--- config.mk ---
export PLATFORM = sky130hd
export DESIGN_NAME = ndd_mul
export DESIGN_NICKNAME = d
export VERILOG_FILES = /design/src/hw/rtl/ndd_mul.sv
export SDC_FILE = /design/constraint.sdc
export NUM_CORES = 2
export LEC_CHECK = 0
export ABC_AREA = 0
export ABC_CLOCK_PERIOD_IN_PS = 9800
export CELL_PAD_IN_SITES_DETAIL_PLACEMENT = 1
export CELL_PAD_IN_SITES_GLOBAL_PLACEMENT = 1
export CORE_MARGIN = 3
export CORE_UTILIZATION = 45
export CTS_BUF_LIST = sky130_fd_sc_hd__clkbuf_4 sky130_fd_sc_hd__clkbuf_8 sky130_fd_sc_hd__clkbuf_16
export DETAILED_ROUTE_END_ITERATION = 12
export DONT_BUFFER_PORTS = 1
export GPL_TIMING_DRIVEN = 0
export PLACE_DENSITY = 0.83
export SYNTH_ARGS = -nofsm -noshare
export SYNTH_HDL_FRONTEND = slang
export SYNTH_SLANG_ARGS = --single-unit
--- constraint.sdc ---
create_clock -name clk -period 9.8 [get_ports clk]
set_input_delay 0.49 -clock clk [delete_from_list [all_inputs] [get_ports clk]]
set_output_delay 0.49 -clock clk [all_outputs]
set_load 0.1 [all_outputs]
--- src/hw/rtl/ndd_mul.sv ---
`timescale 1ns / 1ps
`default_nettype none

// Shared 32x32 multiplier, product registered
module ndd_mul (
  input  wire logic        clk,
  input  wire logic [31:0] a,
  input  wire logic [31:0] b,
  output logic      [63:0] prod_r
);
  always_ff @(posedge clk) begin
    prod_r <= 64'(a) * 64'(b);
  end
endmodule

`default_nettype wire

==> metrics.md <==
| Metric | Value |
|---|---|
| Outcome | `finished, final reports clean` |
| Worst-Margin Slew | `about 1.3 ns` |
| HP Class | `input port to register` |
| Met3 Use GR | `8.31%` |
| Synth top area cells | `fa_1 52%, and2_1 11%, ha_1 9.5%, inv_1 9.4%, nand2_1 5.2%` |
| Synth cell types | `57` |
| Chip Width | `284 um` |
| I/O Pins | `~130` |
| Post-synth top flop | `dfxtp_1` |
| Initial Util | `45.6%` |
| Detailed Route Iter0 Violations | `between 2000 and 2500` |
| Sequential Area | `0.00128 mm^2` |
| Setup TNS | `0 ns` |
| Synth area leader | `fa_1` |
| Core Footprint | `roughly 0.076 mm^2` |
| Clock Pin Slew Worst Setup and Hold Paths | `0.06 ns` |
| Sequential share of the synthesized area | `3.69%` |
| Simple logic cell fraction of the synthesized area | `17.6%` |
| Final setup violating endpoints | `0` |
| Vias per Instance | `5.70` |
| Tmin final | `8.66 ns` |
| CP max stage delay | `between 0.8 and 0.9 ns` |
| Synth top area share | `51.7%` |
| Overall Global Routing Usage | `34.2%` |
| GR Util met2 | `55.0%` |
| Post CTS Setup Buffer Count | `0` |
| Clock root buffer | `clkbuf_16` |
| Biggest regs | `prod_r: 64 flops` |
| First-pass DRT Iterations | `6` |
| # hold bufs at CTS | `0` |
| Slowest stage cell, crit path | `clkbuf_1` |
| DRC | `0` |
| TritonCTS buffer count | `9` |
| Footprint of the multi-input gates | `0.0293 mm^2` |
| Vias in the first global route | `~32000` |
| Layer with the highest usage | `met2` |
| Die Ht | `284 um` |
| Met1 usage in global routing | `roughly two fifths` |
| Post-synthesis xor/xnor area fraction | `1.52%` |
| Post-Synthesis Cells | `3748` |
| Layout cells sized above 1 | `1.01%` |
| FILL cells | `between 8000 and 9000` |
| Post-CTS Resized | `0` |
| H-tree levels | `3` |
| Gpl congestion | `about 1.0` |
| Routed via count | `27399` |
| Max_cap viols | `0` |
| Max frequency | `115 MHz` |
| Maximum fanout along the worst path | `10` |
| Num rows | `101` |
| Complex-gate fraction of the synthesized area | `4.15%` |
| Async SR Flop Fraction | `0%` |
| CP most frequent cell | `fa_1` |
| Routed Antenna Nets | `0` |
| Ys Warns | `0` |
| Final Cycle Share | `88.4%` |
| Syn_area_per_cell | `9.25 um^2` |
| Max FFs per register | `64` |
| Die Area | `between 0.08 and 0.09 mm^2` |
| Mapped Area | `around 0.035 mm^2` |
| CTS Buffer Depth | `2` |
| Grt total ovfl | `0` |
| Adder-cell share of the synthesized area | `61.2%` |
| Per-cell routed wire length | `28.1 um` |
| First-pass GRT wire length | `199000 um` |
| CTS tree | `built` |
| Largest net degree at the start of global routing | `12` |
| CP endpoint kind | `register` |
| Setup crit start kind | `input port` |
| Largest family of logic cells by synthesized area | `adder cells` |
| CTS Sinks | `64` |
| Mapped Nets | `4972` |
| CP arrival | `~8.9 ns` |
| Multiplexer share of the synthesized area | `less than 1%` |
| RSZ-0062 raised after global routing | `no` |
| Slew margin rel. | `14.0%` |
| Final wirelength | `135000 um` |
| Req. time, crit path | `just over 10 ns` |
| Setup CP Type | `input port to register` |
| Final #Nets | `approximately 5000` |
| Flops & latches, synth | `64` |
| Area Overhead vs Synth | `4.66%` |
| Pins Over Slew Limit | `0` |
| Port Buf Inserts | `0` |
| Post-DP HPWL | `117000 um` |
| Post-synth EDFFs | `0` |
| Final Hold Viols | `0` |
| Initial antenna violation count | `15` |
| Most flops, register | `prod_r` |
[cell usage in the layout, fill, tap and decap left out, types with 4 or more instances in the layout]
| cell type | Yosys | layout |
|---|---|---|
| nor3_1 | 7 | 7 |
| nor2_1 | 20 | 20 |
| and3_1 | 14 | 14 |
| nand3_1 | 10 | 10 |
| clkbuf_1 | 213 | 213 |
| inv_1 | 865 | 865 |
| diode_2 | 0 | 12 |
| a221o_1 | 4 | 4 |
| fa_1 | 896 | 896 |
| o21a_1 | 9 | 9 |
| o21ai_0 | 21 | 21 |
| a21o_1 | 40 | 40 |
| nand2_1 | 480 | 480 |
| xor2_1 | 25 | 25 |
| and2_1 | 602 | 602 |
| a31oi_1 | 12 | 12 |
| ha_1 | 263 | 263 |
| clkbuf_16 | 0 | 9 |
| o21ai_1 | 5 | 5 |
| a21oi_1 | 63 | 63 |
| o21bai_1 | 10 | 10 |
| nand4_1 | 23 | 23 |
| dfxtp_1 | 64 | 64 |
| xnor2_1 | 35 | 35 |
| buf_2 | 6 | 6 |
[kinds of logic (layout without fill, tap and decap cells)]
group / Yosys count / in the layout
flops: 64 / 64
compound gates: 202 / 202
mux: 1 / 1
simple gates: 1177 / 1177
xor+xnor: 60 / 60
other cells: 0 / 12
buf+inv: 1085 / 1100
fa+ha+maj: 1159 / 1159
[synth_stat cells, drive strengths merged, types with 4 or more instances]
cell	instances
a221o	4
inv	865
xnor2	35
o21a	9
nor2	20
nor3	7
o31ai	5
ha	263
o21ai	26
fa	896
nand2	480
a31oi	12
buf	7
a21o	40
and2	602
a221oi	4
dfxtp	64
clkbuf	213
nand3	10
a21oi	66
and3	14
xor2	25
nand4	23
o21bai	11
[critical path: cells and delay by family]
family / cells / cell delay (ns)
AO/OA/AOI/OAI: 7 / 2.05
adder cells (fa/ha/maj): 9 / 4.34
buffers and inverters: 7 / 1.45
AND/OR/NAND/NOR: 3 / 0.59
[final cells by class]
type | count | area share (%)
flip-flops and latches | 64 | 3.53
well taps | 1030 | 3.55
multi-input cells | 2599 | 80.8
plain buffers | 220 | 2.30
inverters | 865 | 8.95
clock buffers | 10 | 0.659
clock inverters | 5 | 0.159
diodes | 12 | 0.0827
[worst paths after layout]
| check | from | endpoint | slack, ns | cells past startpoint |
|---|---|---|---|---|
| setup / recovery | a[8] | prod_r[63] | 1.14 | 26 |
| hold / removal | b[0] | prod_r[0] | 0.28 | 1 |
[per-layer routing]
| metal | vias to the layer above | share of wire [%] | routed length (um) |
|---|---|---|---|
| met5 | - | 0.051 | 69 |
| met1 | 14342 | 33 | 44700 |
| met3 | 593 | 10 | 13500 |
| met2 | 1569 | 46 | 62500 |
| met4 | 10 | 11 | 14400 |
| li1 | 10885 | - | - |
[through the flow]
step | setup WS, ns | area [um^2] | instances | utilization (%) | hold WS (ns)
2_1_floorplan | 2.56 | 34700 | 3748 | - | 0.617
3_3_place_gp | 1.10 | 36000 | 4778 | 47.3 | 0.624
3_5_place_dp | 0.929 | 36000 | 4778 | 47.3 | 0.633
4_1_cts | 1.29 | 36300 | 4793 | 47.7 | 0.266
5_1_grt | 0.892 | 36300 | 4796 | 47.7 | 0.266
6_report | 1.14 | 36300 | 4805 | 47.7 | 0.277
Power is not shown: default switching activity piles up to over one toggle a cycle in this logic, so the estimate is an artifact.
