===== config.mk =====
export PLATFORM = sky130hd
export DESIGN_NAME = ndd_div
export DESIGN_NICKNAME = d
export VERILOG_FILES = /design/src/hw/rtl/ndd_pkg.sv /design/src/hw/rtl/ndd_div.sv
export SDC_FILE = /design/constraint.sdc
export NUM_CORES = 1
export LEC_CHECK = 0
export BUFFER_PORTS_ARGS = -buffer_cell sky130_fd_sc_hd__buf_2
export CORE_MARGIN = 4
export CORE_UTILIZATION = 55
export DETAILED_ROUTE_END_ITERATION = 10
export PLACE_DENSITY_LB_ADDON = 0.1
export REMOVE_ABC_BUFFERS = 1
export SYNTH_ARGS = -nofsm -noshare
export SYNTH_HDL_FRONTEND = slang
export SYNTH_SLANG_ARGS = --single-unit

===== constraint.sdc =====
create_clock -name clk -period 3.4 [get_ports clk]
set_input_delay 0.34 -clock clk [delete_from_list [all_inputs] [get_ports clk]]
set_output_delay 0.34 -clock clk [all_outputs]
set_load 0.05 [all_outputs]

===== src/hw/rtl/ndd_pkg.sv =====
`timescale 1ns / 1ps
`default_nettype none

package ndd_pkg;

  // Element table size and the index width it needs
  localparam int MAX_ELEMENTS = 112;
  localparam int ZI_W         = $clog2(MAX_ELEMENTS);

  // Field widths of the channels
  localparam int Z_W   = 7;
  localparam int E_W   = 32;
  localparam int M_W   = 17;
  localparam int D_W   = 16;
  localparam int EV_W  = 32;
  localparam int VAC_W = 32;
  localparam int TOT_W = 64;

  // Log domain: signed Q24
  typedef logic signed [31:0] log_t;
  localparam log_t  EIGHT_LOG = 32'sd134217728;
  localparam longint LOG_ONE  = 64'sd16777216;
  localparam logic [31:0] Q30_ONE = 32'h4000_0000;

  // Reciprocal of six: floor(x / 6) = (x * RECIP6) >> 34 for any 32-bit x
  localparam logic [31:0] RECIP6 = 32'hAAAA_AAAB;

  typedef log_t        exp_tab_t  [MAX_ELEMENTS];
  typedef logic [31:0] root_tab_t [25];

  // Divider handshake
  typedef struct packed {
    logic        start;
    logic [63:0] dividend;
    logic [63:0] divisor;
  } div_req_t;

  typedef struct packed {
    logic        done;
    logic [63:0] quot;
  } div_rsp_t;

  // Normalizer result: leading zero count and left-justified word
  typedef struct packed {
    logic        done;
    logic [4:0]  lz;
    logic [31:0] v;
  } norm_rsp_t;

  // Elaboration-time log2, same steps as the hardware unit
  function automatic longint c_lg2(input longint unsigned xin);
    longint unsigned x;
    longint unsigned m;
    longint          frac;
    int              n;
    x    = (xin == 0) ? 64'd1 : xin;
    n    = 63;
    frac = 0;
    while (n > 0 && x[n] == 1'b0) n--;
    if (n <= 30) m = x << (30 - n);
    else         m = x >> (n - 30);
    for (int k = 0; k < 24; k++) begin
      m    = (m * m) >> 30;
      frac = frac << 1;
      if (m >= (64'd2 << 30)) begin
        frac = frac | 64'sd1;
        m    = m >> 1;
      end
    end
    return longint'(n) * LOG_ONE + frac;
  endfunction

  function automatic longint unsigned c_isqrt(input longint unsigned xin);
    longint unsigned x;
    longint unsigned r;
    longint unsigned b;
    x = xin;
    r = 0;
    b = 64'd1 << 62;
    while (b > x) b = b >> 2;
    while (b != 0) begin
      if (x >= r + b) begin
        x = x - (r + b);
        r = (r >> 1) + b;
      end else begin
        r = r >> 1;
      end
      b = b >> 2;
    end
    return r;
  endfunction

  // Roots 2^(2^-k) in Q30
  function automatic root_tab_t c_roots();
    root_tab_t r;
    r[0] = 32'h8000_0000;
    for (int k = 1; k < 25; k++) begin
      r[k] = 32'(c_isqrt({32'd0, r[k-1]} << 30));
    end
    return r;
  endfunction

  localparam root_tab_t ROOTS = c_roots();

  localparam longint C_ED  = c_lg2(64'd192938)   - 24 * LOG_ONE;
  localparam longint C_KD  = c_lg2(64'd2243114)  - 24 * LOG_ONE;
  localparam log_t   LG_G1 = log_t'(c_lg2(64'd57055956) - 24 * LOG_ONE);
  localparam log_t   LG_G2 = log_t'(c_lg2(64'd6751823)  - 24 * LOG_ONE);

  // Per-Z exponents: log2(0.0115 * Z^-7/3) and log2(0.1337 * Z^2/3)
  function automatic exp_tab_t c_ed_tab();
    exp_tab_t t;
    longint   lz;
    for (int k = 0; k < MAX_ELEMENTS; k++) begin
      lz   = c_lg2((k < 1) ? 64'd1 : 64'(k));
      t[k] = log_t'(C_ED - (7 * lz) / 3);
    end
    return t;
  endfunction

  function automatic exp_tab_t c_kd_tab();
    exp_tab_t t;
    longint   lz;
    for (int k = 0; k < MAX_ELEMENTS; k++) begin
      lz   = c_lg2((k < 1) ? 64'd1 : 64'(k));
      t[k] = log_t'(C_KD + (2 * lz) / 3);
    end
    return t;
  endfunction

  localparam exp_tab_t ED_EXP = c_ed_tab();
  localparam exp_tab_t KD_EXP = c_kd_tab();

endpackage

`default_nettype wire


===== src/hw/rtl/ndd_div.sv =====
`timescale 1ns / 1ps
`default_nettype none

// 64-bit restoring divider, one quotient bit per cycle
module ndd_div (
  input  wire logic              clk,
  input  wire logic              rst_n,
  input  wire ndd_pkg::div_req_t req,
  output ndd_pkg::div_rsp_t      rsp
);
  import ndd_pkg::*;

  logic        run_r, run_nxt;
  logic        done_r, done_nxt;
  logic [5:0]  cnt_r, cnt_nxt;
  logic [63:0] rem_r, rem_nxt;
  logic [63:0] quo_r, quo_nxt;
  logic [63:0] dsr_r, dsr_nxt;
  logic [64:0] rem2;
  logic [64:0] diff;
  logic        ge;

  // Shift in next dividend bit, trial subtract
  assign rem2 = {rem_r, quo_r[63]};
  assign ge   = rem2 >= {1'b0, dsr_r};
  assign diff = rem2 - {1'b0, dsr_r};

  always_comb begin
    run_nxt  = run_r;
    done_nxt = 1'b0;
    cnt_nxt  = cnt_r;
    rem_nxt  = rem_r;
    quo_nxt  = quo_r;
    dsr_nxt  = dsr_r;
    if (req.start) begin
      run_nxt = 1'b1;
      cnt_nxt = 6'd0;
      rem_nxt = 64'd0;
      quo_nxt = req.dividend;
      dsr_nxt = req.divisor;
    end else if (run_r) begin
      rem_nxt = ge ? diff[63:0] : rem2[63:0];
      quo_nxt = {quo_r[62:0], ge};
      cnt_nxt = cnt_r + 6'd1;
      if (cnt_r == 6'd63) begin
        run_nxt  = 1'b0;
        done_nxt = 1'b1;
      end
    end
  end

  always_ff @(posedge clk) begin
    if (!rst_n) begin
      run_r  <= 1'b0;
      done_r <= 1'b0;
    end else begin
      run_r  <= run_nxt;
      done_r <= done_nxt;
    end
    cnt_r <= cnt_nxt;
    rem_r <= rem_nxt;
    quo_r <= quo_nxt;
    dsr_r <= dsr_nxt;
  end

  assign rsp = '{done: done_r, quot: quo_r};
endmodule

`default_nettype wire


==> results_dict.tcl <==
set metrics [dict create \
    synth.distinct_cells 75 \
    core_mm2 0.0218 \
    fp.dieH_um 156 \
    die_width_um 156 \
    status "finished clean" \
    finalSetupViolCount 0 \
    gp_congestion 0.967 \
    ys_ff_latch 200 \
    wl_per_cell_um 17.8 \
    worstPathArrival_ns 3.59 \
    clk_path_buf_depth 2 \
    cts_tree "yes" \
    grt_pass1_wl_um 48600 \
    num_vias 9845 \
    final.fill_count 1794 \
    path_class "reg -> reg" \
    slew_viol_final 0 \
    routed_wl_um 30300 \
    grt_start_max_net_pins 88 \
    cts_made_buffers 17 \
    synth_flop_cell "edfxtp_1" \
    drt_iter0_markers 580 \
    numClockSinks 200 \
    grt_pass1_vias 9614 \
    n_antenna_cell 0 \
    antenna_found_initial 0 \
    placed_area_mm2 0.0135 \
    fmax_mhz 306 \
    pwr-share-seq_pct 40.1 \
    clk_pin_slew_ns 0.09 \
    insertion_delay_ns 0.45 \
    ys.warnings.count 0 \
    final.setup_skew_ns 0.0150 \
    synth_enable_flop_cells 128 \
    p_comb_share_pct 31.4 \
    placedCellCount 1669 \
    hold_buffers 0 \
    async_reset_ff_share_pct 0 \
    multiInputGateArea_mm2 0.00631 \
    final_util_pct 65.6 \
    vias_per_cell 5.76 \
    grt_use_total_pct 24.4 \
    numPortBuffers 195 \
    dp_hpwl_um 22400 \
    area_growth_pct 17.9 \
    min_path_type "in -> reg" \
    root_buffer "clkbuf_16" \
    dr.pass1.iters 5 \
    critPathRequiredTime_ns 3.72 \
    place_ws_ns 0.0599 \
    grt-ovfl-total 0 \
    internal-power_mw 4.75 \
    rows 54 \
    ys_seq_area_share_pct 43.6 \
    min_period_ns 3.26 \
    ir_drop_mv 0.291 \
    synth_area_mm2 0.0121 \
    nets 1612 \
    hold-worst-slack_ns 0.0587 \
    regToRegSetupSlack_ns 0.14 \
    p_leak_nw 6.05 \
    cp_max_fo 20 \
    io_pins 196 \
    die_area_mm2 0.0245 \
    drc_errors 0 \
    setup-tns-final_ns 0 \
    ant_nets 0 \
    hold_viol_final 0 \
    powerDensity_mw_per_mm2 520 \
    yosys-top-cells-area "edfxtp_1 (32%), dfxtp_1 (12%), ha_1 (6.7%)" \
    drv_cap 0 \
    drive_gt1_share_pct 27.0 \
    slew_headroom_pct 51.1 \
    yosys-top-cells-count "edfxtp_1 (128), nor2_1 (106), a21oi_1 (91), inv_1 (80), nand2_1 (79)" \
    yosysMostFrequentCell "edfxtp_1" \
    start_util_pct 55.7 \
    ff_latch_area_mm2 0.00529 \
    design_area_mm2 0.0143 \
    cts_max_level 4 \
    synth_cells 1217 \
    setup_ws_ns 0.135 \
    switching_share_pct 35.9 \
    layoutNonFillerInstCount 1708 \
    yosys.area.top_type "edfxtp_1" \
    yosysTopAreaCellShare_pct 31.7 \
    finalPower_mw 7.42 \
    p_sw_mw 2.67 \
    cp-end-kind "register" \
    period_share_pct 96.0 \
    start_kind "register" \
    syn_avg_cell_area_um2 9.95 \
    worst_pin_slew_ns 0.734 \
    p_clk_share_pct 28.5 \
]
state kept, by name, indices dropped and copies added (netlist names):
name    count
dsr_r      64
quo_r      64
rem_r      64
cnt_r       6
done_r      1
run_r       1
cells by family (layout without fill, tap and decap cells):
family / Yosys count / count (layout) / share of synthesized area (%)
compound gates: 314 / 315 / 17.2
xor+xnor: 61 / 61 / 4.41
fa+ha+maj: 66 / 66 / 6.88
buf+inv: 148 / 358 / 5.21
flops: 200 / 200 / 43.6
mux: 116 / 116 / 10.3
simple gates: 312 / 312 / 12.3
metal layers:
layer | part of all wire [%] | vias to the layer above | GRT usage [%] | routed length (um)
li1 | - | 4882 | - | -
met1 | 44 | 4574 | 32.3 | 13400
met2 | 47 | 342 | 40.3 | 14300
met3 | 6.8 | 47 | 5.84 | 2070
met4 | 1.9 | 0 | 6.82 | 585
met5 | 0 | - | 0 | 0
worst paths after layout:
path,depth (start not counted),from,to
min reg2reg,2,cnt_r[5]$_SDFFE_PP0P_,cnt_r[5]$_SDFFE_PP0P_
min,1,req[6],dsr_r[6]$_DFFE_PP_
max,11,rem_r[35]$_SDFFE_PP0P_,rem_r[6]$_SDFFE_PP0P_
max reg2reg,11,rem_r[35]$_SDFFE_PP0P_,rem_r[6]$_SDFFE_PP0P_
cells in the final DEF (no fill, tap or decap), drive strengths merged, types with 5 or more instances in the layout:
master and n:
a211oi 54, a21o 28, a21oi 91, a311oi 8
a31oi 13, and2 7, and3 11, buf 245
clkbuf 17, clkinv 7, dfxtp 72, edfxtp 128
ha 65, inv 89, mux2 66, mux2i 50
nand2 81, nand2b 8, nand3 22, nand4 22
nor2 106, nor2b 8, nor3 18, nor3b 6
nor4 5, o211ai 5, o21a 5, o21ai 50
o21bai 15, o31ai 9, xnor2 35, xor2 26
cell type report:
type	instances	share of cell area, %
multi-input combinational	870	44.2
tap	280	2.45
clock inverter	15	1.33
sequential	200	37.0
clock buffer	17	2.98
inverter	81	2.13
timing repair buffer	245	9.86
critical path, cell delays in order (launching register included):
cell and delay, ns:
dfxtp_1 0.37, ha_1 0.33, nand4_1 0.23, nor3_4 0.29
or4b_1 0.50, o21ai_1 0.13, o21ba_2 0.22, o21ai_4 0.25
a21o_4 0.23, buf_12 0.20, mux2i_2 0.27, a211oi_2 0.10
power groups by stage:
stage | Clock, mW | Combinational (mW) | Sequential [mW]
after CTS | 2.16 | 2.28 | 2.98
after floorplan | 0 | 1.33 | 3.29
after global placement | 0 | 2.24 | 3.02
after detailed placement | 0 | 2.26 | 3.02
after global routing | 2.25 | 2.54 | 3.00
final | 2.11 | 2.33 | 2.98
what timing repair did:
action	CTS	global route
setup buffers	0	6
gates resized for setup	0	22
setup endpoints to repair	0	60
hold endpoints to repair	0	0
Power figures use the tool's default switching activity.
