[src/hw/rtl/ndd_pkg.sv]
`timescale 1ns / 1ps
`default_nettype none

package ndd_pkg;

  // Element table size and the index width it needs
  localparam int MAX_ELEMENTS = 112;
  localparam int ZI_W         = $clog2(MAX_ELEMENTS);

  // Field widths of the channels
  localparam int Z_W   = 7;
  localparam int E_W   = 32;
  localparam int M_W   = 17;
  localparam int D_W   = 16;
  localparam int EV_W  = 32;
  localparam int VAC_W = 32;
  localparam int TOT_W = 64;

  // Log domain: signed Q24
  typedef logic signed [31:0] log_t;
  localparam log_t  EIGHT_LOG = 32'sd134217728;
  localparam longint LOG_ONE  = 64'sd16777216;
  localparam logic [31:0] Q30_ONE = 32'h4000_0000;

  // Reciprocal of six: floor(x / 6) = (x * RECIP6) >> 34 for any 32-bit x
  localparam logic [31:0] RECIP6 = 32'hAAAA_AAAB;

  typedef log_t        exp_tab_t  [MAX_ELEMENTS];
  typedef logic [31:0] root_tab_t [25];

  // Divider handshake
  typedef struct packed {
    logic        start;
    logic [63:0] dividend;
    logic [63:0] divisor;
  } div_req_t;

  typedef struct packed {
    logic        done;
    logic [63:0] quot;
  } div_rsp_t;

  // Normalizer result: leading zero count and left-justified word
  typedef struct packed {
    logic        done;
    logic [4:0]  lz;
    logic [31:0] v;
  } norm_rsp_t;

  // Elaboration-time log2, same steps as the hardware unit
  function automatic longint c_lg2(input longint unsigned xin);
    longint unsigned x;
    longint unsigned m;
    longint          frac;
    int              n;
    x    = (xin == 0) ? 64'd1 : xin;
    n    = 63;
    frac = 0;
    while (n > 0 && x[n] == 1'b0) n--;
    if (n <= 30) m = x << (30 - n);
    else         m = x >> (n - 30);
    for (int k = 0; k < 24; k++) begin
      m    = (m * m) >> 30;
      frac = frac << 1;
      if (m >= (64'd2 << 30)) begin
        frac = frac | 64'sd1;
        m    = m >> 1;
      end
    end
    return longint'(n) * LOG_ONE + frac;
  endfunction

  function automatic longint unsigned c_isqrt(input longint unsigned xin);
    longint unsigned x;
    longint unsigned r;
    longint unsigned b;
    x = xin;
    r = 0;
    b = 64'd1 << 62;
    while (b > x) b = b >> 2;
    while (b != 0) begin
      if (x >= r + b) begin
        x = x - (r + b);
        r = (r >> 1) + b;
      end else begin
        r = r >> 1;
      end
      b = b >> 2;
    end
    return r;
  endfunction

  // Roots 2^(2^-k) in Q30
  function automatic root_tab_t c_roots();
    root_tab_t r;
    r[0] = 32'h8000_0000;
    for (int k = 1; k < 25; k++) begin
      r[k] = 32'(c_isqrt({32'd0, r[k-1]} << 30));
    end
    return r;
  endfunction

  localparam root_tab_t ROOTS = c_roots();

  localparam longint C_ED  = c_lg2(64'd192938)   - 24 * LOG_ONE;
  localparam longint C_KD  = c_lg2(64'd2243114)  - 24 * LOG_ONE;
  localparam log_t   LG_G1 = log_t'(c_lg2(64'd57055956) - 24 * LOG_ONE);
  localparam log_t   LG_G2 = log_t'(c_lg2(64'd6751823)  - 24 * LOG_ONE);

  // Per-Z exponents: log2(0.0115 * Z^-7/3) and log2(0.1337 * Z^2/3)
  function automatic exp_tab_t c_ed_tab();
    exp_tab_t t;
    longint   lz;
    for (int k = 0; k < MAX_ELEMENTS; k++) begin
      lz   = c_lg2((k < 1) ? 64'd1 : 64'(k));
      t[k] = log_t'(C_ED - (7 * lz) / 3);
    end
    return t;
  endfunction

  function automatic exp_tab_t c_kd_tab();
    exp_tab_t t;
    longint   lz;
    for (int k = 0; k < MAX_ELEMENTS; k++) begin
      lz   = c_lg2((k < 1) ? 64'd1 : 64'(k));
      t[k] = log_t'(C_KD + (2 * lz) / 3);
    end
    return t;
  endfunction

  localparam exp_tab_t ED_EXP = c_ed_tab();
  localparam exp_tab_t KD_EXP = c_kd_tab();

endpackage

`default_nettype wire

[src/hw/rtl/ndd_norm.sv]
`timescale 1ns / 1ps
`default_nettype none

// Leading-zero normalizer: binary search, one shift stage per cycle
module ndd_norm (
  input  wire logic        clk,
  input  wire logic        rst_n,
  input  wire logic        start,
  input  wire logic [31:0] x,
  output ndd_pkg::norm_rsp_t rsp
);
  import ndd_pkg::*;

  logic        run_r, run_nxt;
  logic        done_r, done_nxt;
  logic [2:0]  step_r, step_nxt;
  logic [31:0] v_r, v_nxt;
  logic [4:0]  lz_r, lz_nxt;
  logic [4:0]  shamt;
  logic        top_zero;

  // Shift by 16, 8, 4, 2, 1 when that many top bits are clear
  assign shamt    = 5'(5'd16 >> step_r);
  assign top_zero = (v_r >> (6'd32 - {1'b0, shamt})) == 32'd0;

  always_comb begin
    run_nxt  = run_r;
    done_nxt = 1'b0;
    step_nxt = step_r;
    v_nxt    = v_r;
    lz_nxt   = lz_r;
    if (start) begin
      run_nxt  = 1'b1;
      step_nxt = 3'd0;
      v_nxt    = x;
      lz_nxt   = 5'd0;
    end else if (run_r) begin
      if (top_zero) begin
        v_nxt  = v_r << shamt;
        lz_nxt = lz_r + shamt;
      end
      if (step_r == 3'd4) begin
        run_nxt  = 1'b0;
        done_nxt = 1'b1;
      end else begin
        step_nxt = step_r + 3'd1;
      end
    end
  end

  always_ff @(posedge clk) begin
    if (!rst_n) begin
      run_r  <= 1'b0;
      done_r <= 1'b0;
    end else begin
      run_r  <= run_nxt;
      done_r <= done_nxt;
    end
    step_r <= step_nxt;
    v_r    <= v_nxt;
    lz_r   <= lz_nxt;
  end

  assign rsp = '{done: done_r, lz: lz_r, v: v_r};
endmodule

`default_nettype wire

[config.mk]
export PLATFORM = sky130hd
export DESIGN_NAME = ndd_norm
export DESIGN_NICKNAME = d
export VERILOG_FILES = /design/src/hw/rtl/ndd_pkg.sv /design/src/hw/rtl/ndd_norm.sv
export SDC_FILE = /design/constraint.sdc
export NUM_CORES = 1
export LEC_CHECK = 0
export ABC_CLOCK_PERIOD_IN_PS = 2900
export BUFFER_PORTS_ARGS = -buffer_cell sky130_fd_sc_hd__buf_2
export CORE_MARGIN = 1.5
export CORE_UTILIZATION = 52
export DETAILED_ROUTE_END_ITERATION = 7
export PLACE_DENSITY = 0.85
export SYNTH_ARGS = -nofsm -noshare
export SYNTH_HDL_FRONTEND = slang
export SYNTH_SLANG_ARGS = --single-unit
[constraint.sdc]
create_clock -name clk -period 2.9 [get_ports clk]
set_input_delay 0.58 -clock clk [delete_from_list [all_inputs] [get_ports clk]]
set_output_delay 0.58 -clock clk [all_outputs]
set_load 0.02 [all_outputs]
==> impl_metrics.csv <==
group,metric,value,unit
outcome,status,"finished with violations",
outcome,violations,"negative setup slack",
detailed_routing,wl_met3,1509,um
yosys,yosys.area_share.simple,14.38,%
grt,grt_pass1_vias,4518,
critical_path,worstPathRequired,2930,ps
sta,slew_violations,0,
sta,fin_ws,-11.54,ps
sta,finClkSkew,7.262,ps
critical_path,cp.arrival,2940,ps
yosys,avgSynthCellArea,9.056,um^2
detailed_routing,drtPass1Iterations,5,
sta,rsz0062_at_grt,"yes",
die,rows,32,
yosys,synthMuxAreaShare,26.83,%
worst_hold_path,hp-class,"register to register",
grt,grt_pass1_wl,22290,um
place,place_area,5079,um^2
detailed_routing,drt_iter0_markers,512,
detailed_routing,drc_errors,0,
detailed_routing,wl_met1,5587,um
yosys,synth_xor_area_share,1.253,%
detailed_routing,routed_wl,14750,um
yosys,synth_top_family_by_area,"multiplexers",
yosys,synth_flop_cell,"edfxtp_1",
detailed_routing,viasPerCell,6.554,
clock_network,clk_pin_slew,90,ps
die,start_util,53.98,%
yosys,synth_commonest_cells,"mux2i_1 (100), edfxtp_1 (32), a21oi_1 (29), nand2_1 (29), nor2_1 (25)",
detailed_routing,dr.max_layer_used,"met4",
critical_path,crit_type,"register to register",
power,p_per_area,465.2,nW/um^2
detailed_routing,met2WireLength,7032,um
finish,diodes,0,
detailed_routing,ant_nets,0,
sta,fmax,343.5,MHz
place,gp_congestion,1.014,
die,die_w,92.80,um
power,leakagePower,2.511,nW
die,io_pins,73,
clock_network,cts_tree,"done",
yosys,netlist_instances,463,
detailed_routing,via_count,4496,
worst_hold_path,hold_depth,2,
detailed_routing,wl_per_cell,21.50,um
critical_path,critPathLaunchType,"register",
sta,worstMarginPinSlew,910.7,ps
clock_network,cts.path.max_buffers,2,
clock_network,clkLatencyLatePin,300,ps
power,pwr-share-clk,21.8,%
die,core,7767,um^2
clock_network,cts_hold_buf,0,
place,detailedPlacementHpwl,10370,um
power,switching_share,38.62,%
yosys,synth_fa_ha_area_share,2.566,%
yosys,ys_seq_area_share,27.69,%
grt,grt_max_degree,47,
finish,drive_gt1_share,36.64,%
die,die-area,8611,um^2
clock_network,ctsHtreeMaxLevel,2,
yosys,synthDistinctLibCells,60,
power,total_power,2.600,mW
grt,grt-ovfl-total,0,
yosys,synthArstFlopShare,0,%
clock_network,cts-buffers-inserted,5,
yosys,synth.most_common_cell,"mux2i_1",
yosys,synth-edff-count,32,
yosys,syn_area,4193,um^2
die,die_h,92.80,um
sta,fin_hold_ws,498.8,ps
sta,finalSetupViolCount,9,
sta,maxSlewHeadroom,38.72,%
finish,finalNetCount,626,
power,netSwitchingPower,1.004,mW
yosys,synth-compound-area-share,20.44,%
yosys,yosys.area.top_type_share,23.87,%
grt,antenna_found_initial,0,
yosys,ys_seq_elements,42,
critical_path,end_kind,"register",
job,maxCapViolations,0,
yosys,ys_top_cells_by_area,"mux2i_1 (24%), edfxtp_1 (23%), dfxtp_1 (4.8%), a21oi_1 (3.5%), o21ai_0 (2.7%)",
sta,min_period_over_period,100.4,%
finish,fin_area,5588,um^2
power,combPwrFrac,44.4,%
sta,min_period,2912,ps
finish,fin_util,71.94,%
power,peakVddDrop,0.3523,mV
place,io_buffers,72,
clock_network,cts_root_buf,"clkbuf_8",
finish,syn_to_final_growth,33.27,%
power,internal_power,1.596,mW
yosys,synth_top_area_cell,"mux2i_1",
yosys,synth_warnings,0,
grt,track_usage,32.82,%
power,pwr-share-seq,33.8,%
yosys,syn_nets,506,
critical_path,r2r_cells,11,
critical_path,cp_max_fo,8,
clock_network,cts_sinks,42,
sta,hold_violations,0,
## critical path: stages (launching register included)
cell       delay [ps]
dfxtp_4           370
inv_2              80
ha_4              190
mux2i_1           250
mux2i_1           150
o41ai_2           350
o211ai_1          210
a2111oi_4         400
a221oi_4          130
buf_6             180
nand2b_4          130
clkbuf_16         170
## final cells by class
cell class / count / area [um^2]
fill: 564 / 2180
clock buffer: 5 / 68.82
sequential: 42 / 1169
timing repair buffer: 150 / 1090
multi-input combinational: 364 / 2988
tap: 102 / 127.6
clock inverter: 3 / 68.82
inverter: 20 / 76.32
## final timing paths
check,start,to,slack [ps]
setup / recovery,step_r[1],v_r[0],-10
hold / removal,lz_r[4],lz_r[4],500
setup reg to reg,step_r[1],v_r[0],-10
hold reg to reg,lz_r[4],lz_r[4],500
## registers in the layout, summed over array words and instances (netlist names)
name    flops
done_r      1
lz_r        5
run_r       1
step_r      3
v_r        32
## timing repair
action                                  CTS  global route
buffers inserted                          1             3
gates cloned                              2             2
pin swaps                                 5             8
gates resized for setup                  17            38
endpoints found under the setup margin   42            43
## metrics by stage
stage	setup WS, ps	std cells	TNS (ps)
global placement	5.290	670	0
global route	-151.7	686	-4689
floorplan	37.89	463	0
finish	-11.54	686	-89.32
CTS	-9.850	681	-104.2
detailed placement	-113.7	670	-3584
## layer usage
layer	global-route usage, %	up-vias
li1	-	2013
met1	41.07	2095
met2	55.11	316
met3	6.568	72
met4	13.13	0
met5	0	-
## kinds of logic (layout without fill, tap and decap cells)
logic type,after synthesis,after routing
xor gates and xnor gates,6,6
adders and majority gates,8,8
muxes,109,109
AOI/OAI and AO/OA,126,126
buffers and inverters,57,178
DFF,42,42
and+or+nand+nor,115,115
## power by group through the flow
stage	Sequential, mW	Combinational [mW]	Clock [mW]
2_1_floorplan	0.892	0.569	0
3_3_place_gp	0.864	1.01	0
3_5_place_dp	0.868	1.04	0
4_1_cts	0.857	1.06	0.563
5_1_grt	0.882	1.22	0.586
6_report	0.880	1.15	0.566
## cell usage in the layout, fill, tap and decap left out, types with 7 or more instances in the layout
cell type  synthesis  layout
a211oi_1          10       9
a21oi_1           29      27
a22o_1            10      10
buf_2             12      73
buf_4              3      65
dfxtp_1           10       8
edfxtp_1          32      32
inv_1             19      17
mux2_2             7       7
mux2i_1          100      96
nand2_1           29      29
nor2_1            25      23
nor3_1            13      12
o21ai_0           23      20
o22ai_1           15      13
No activity file was read; power rests on OpenSTA's default activity.
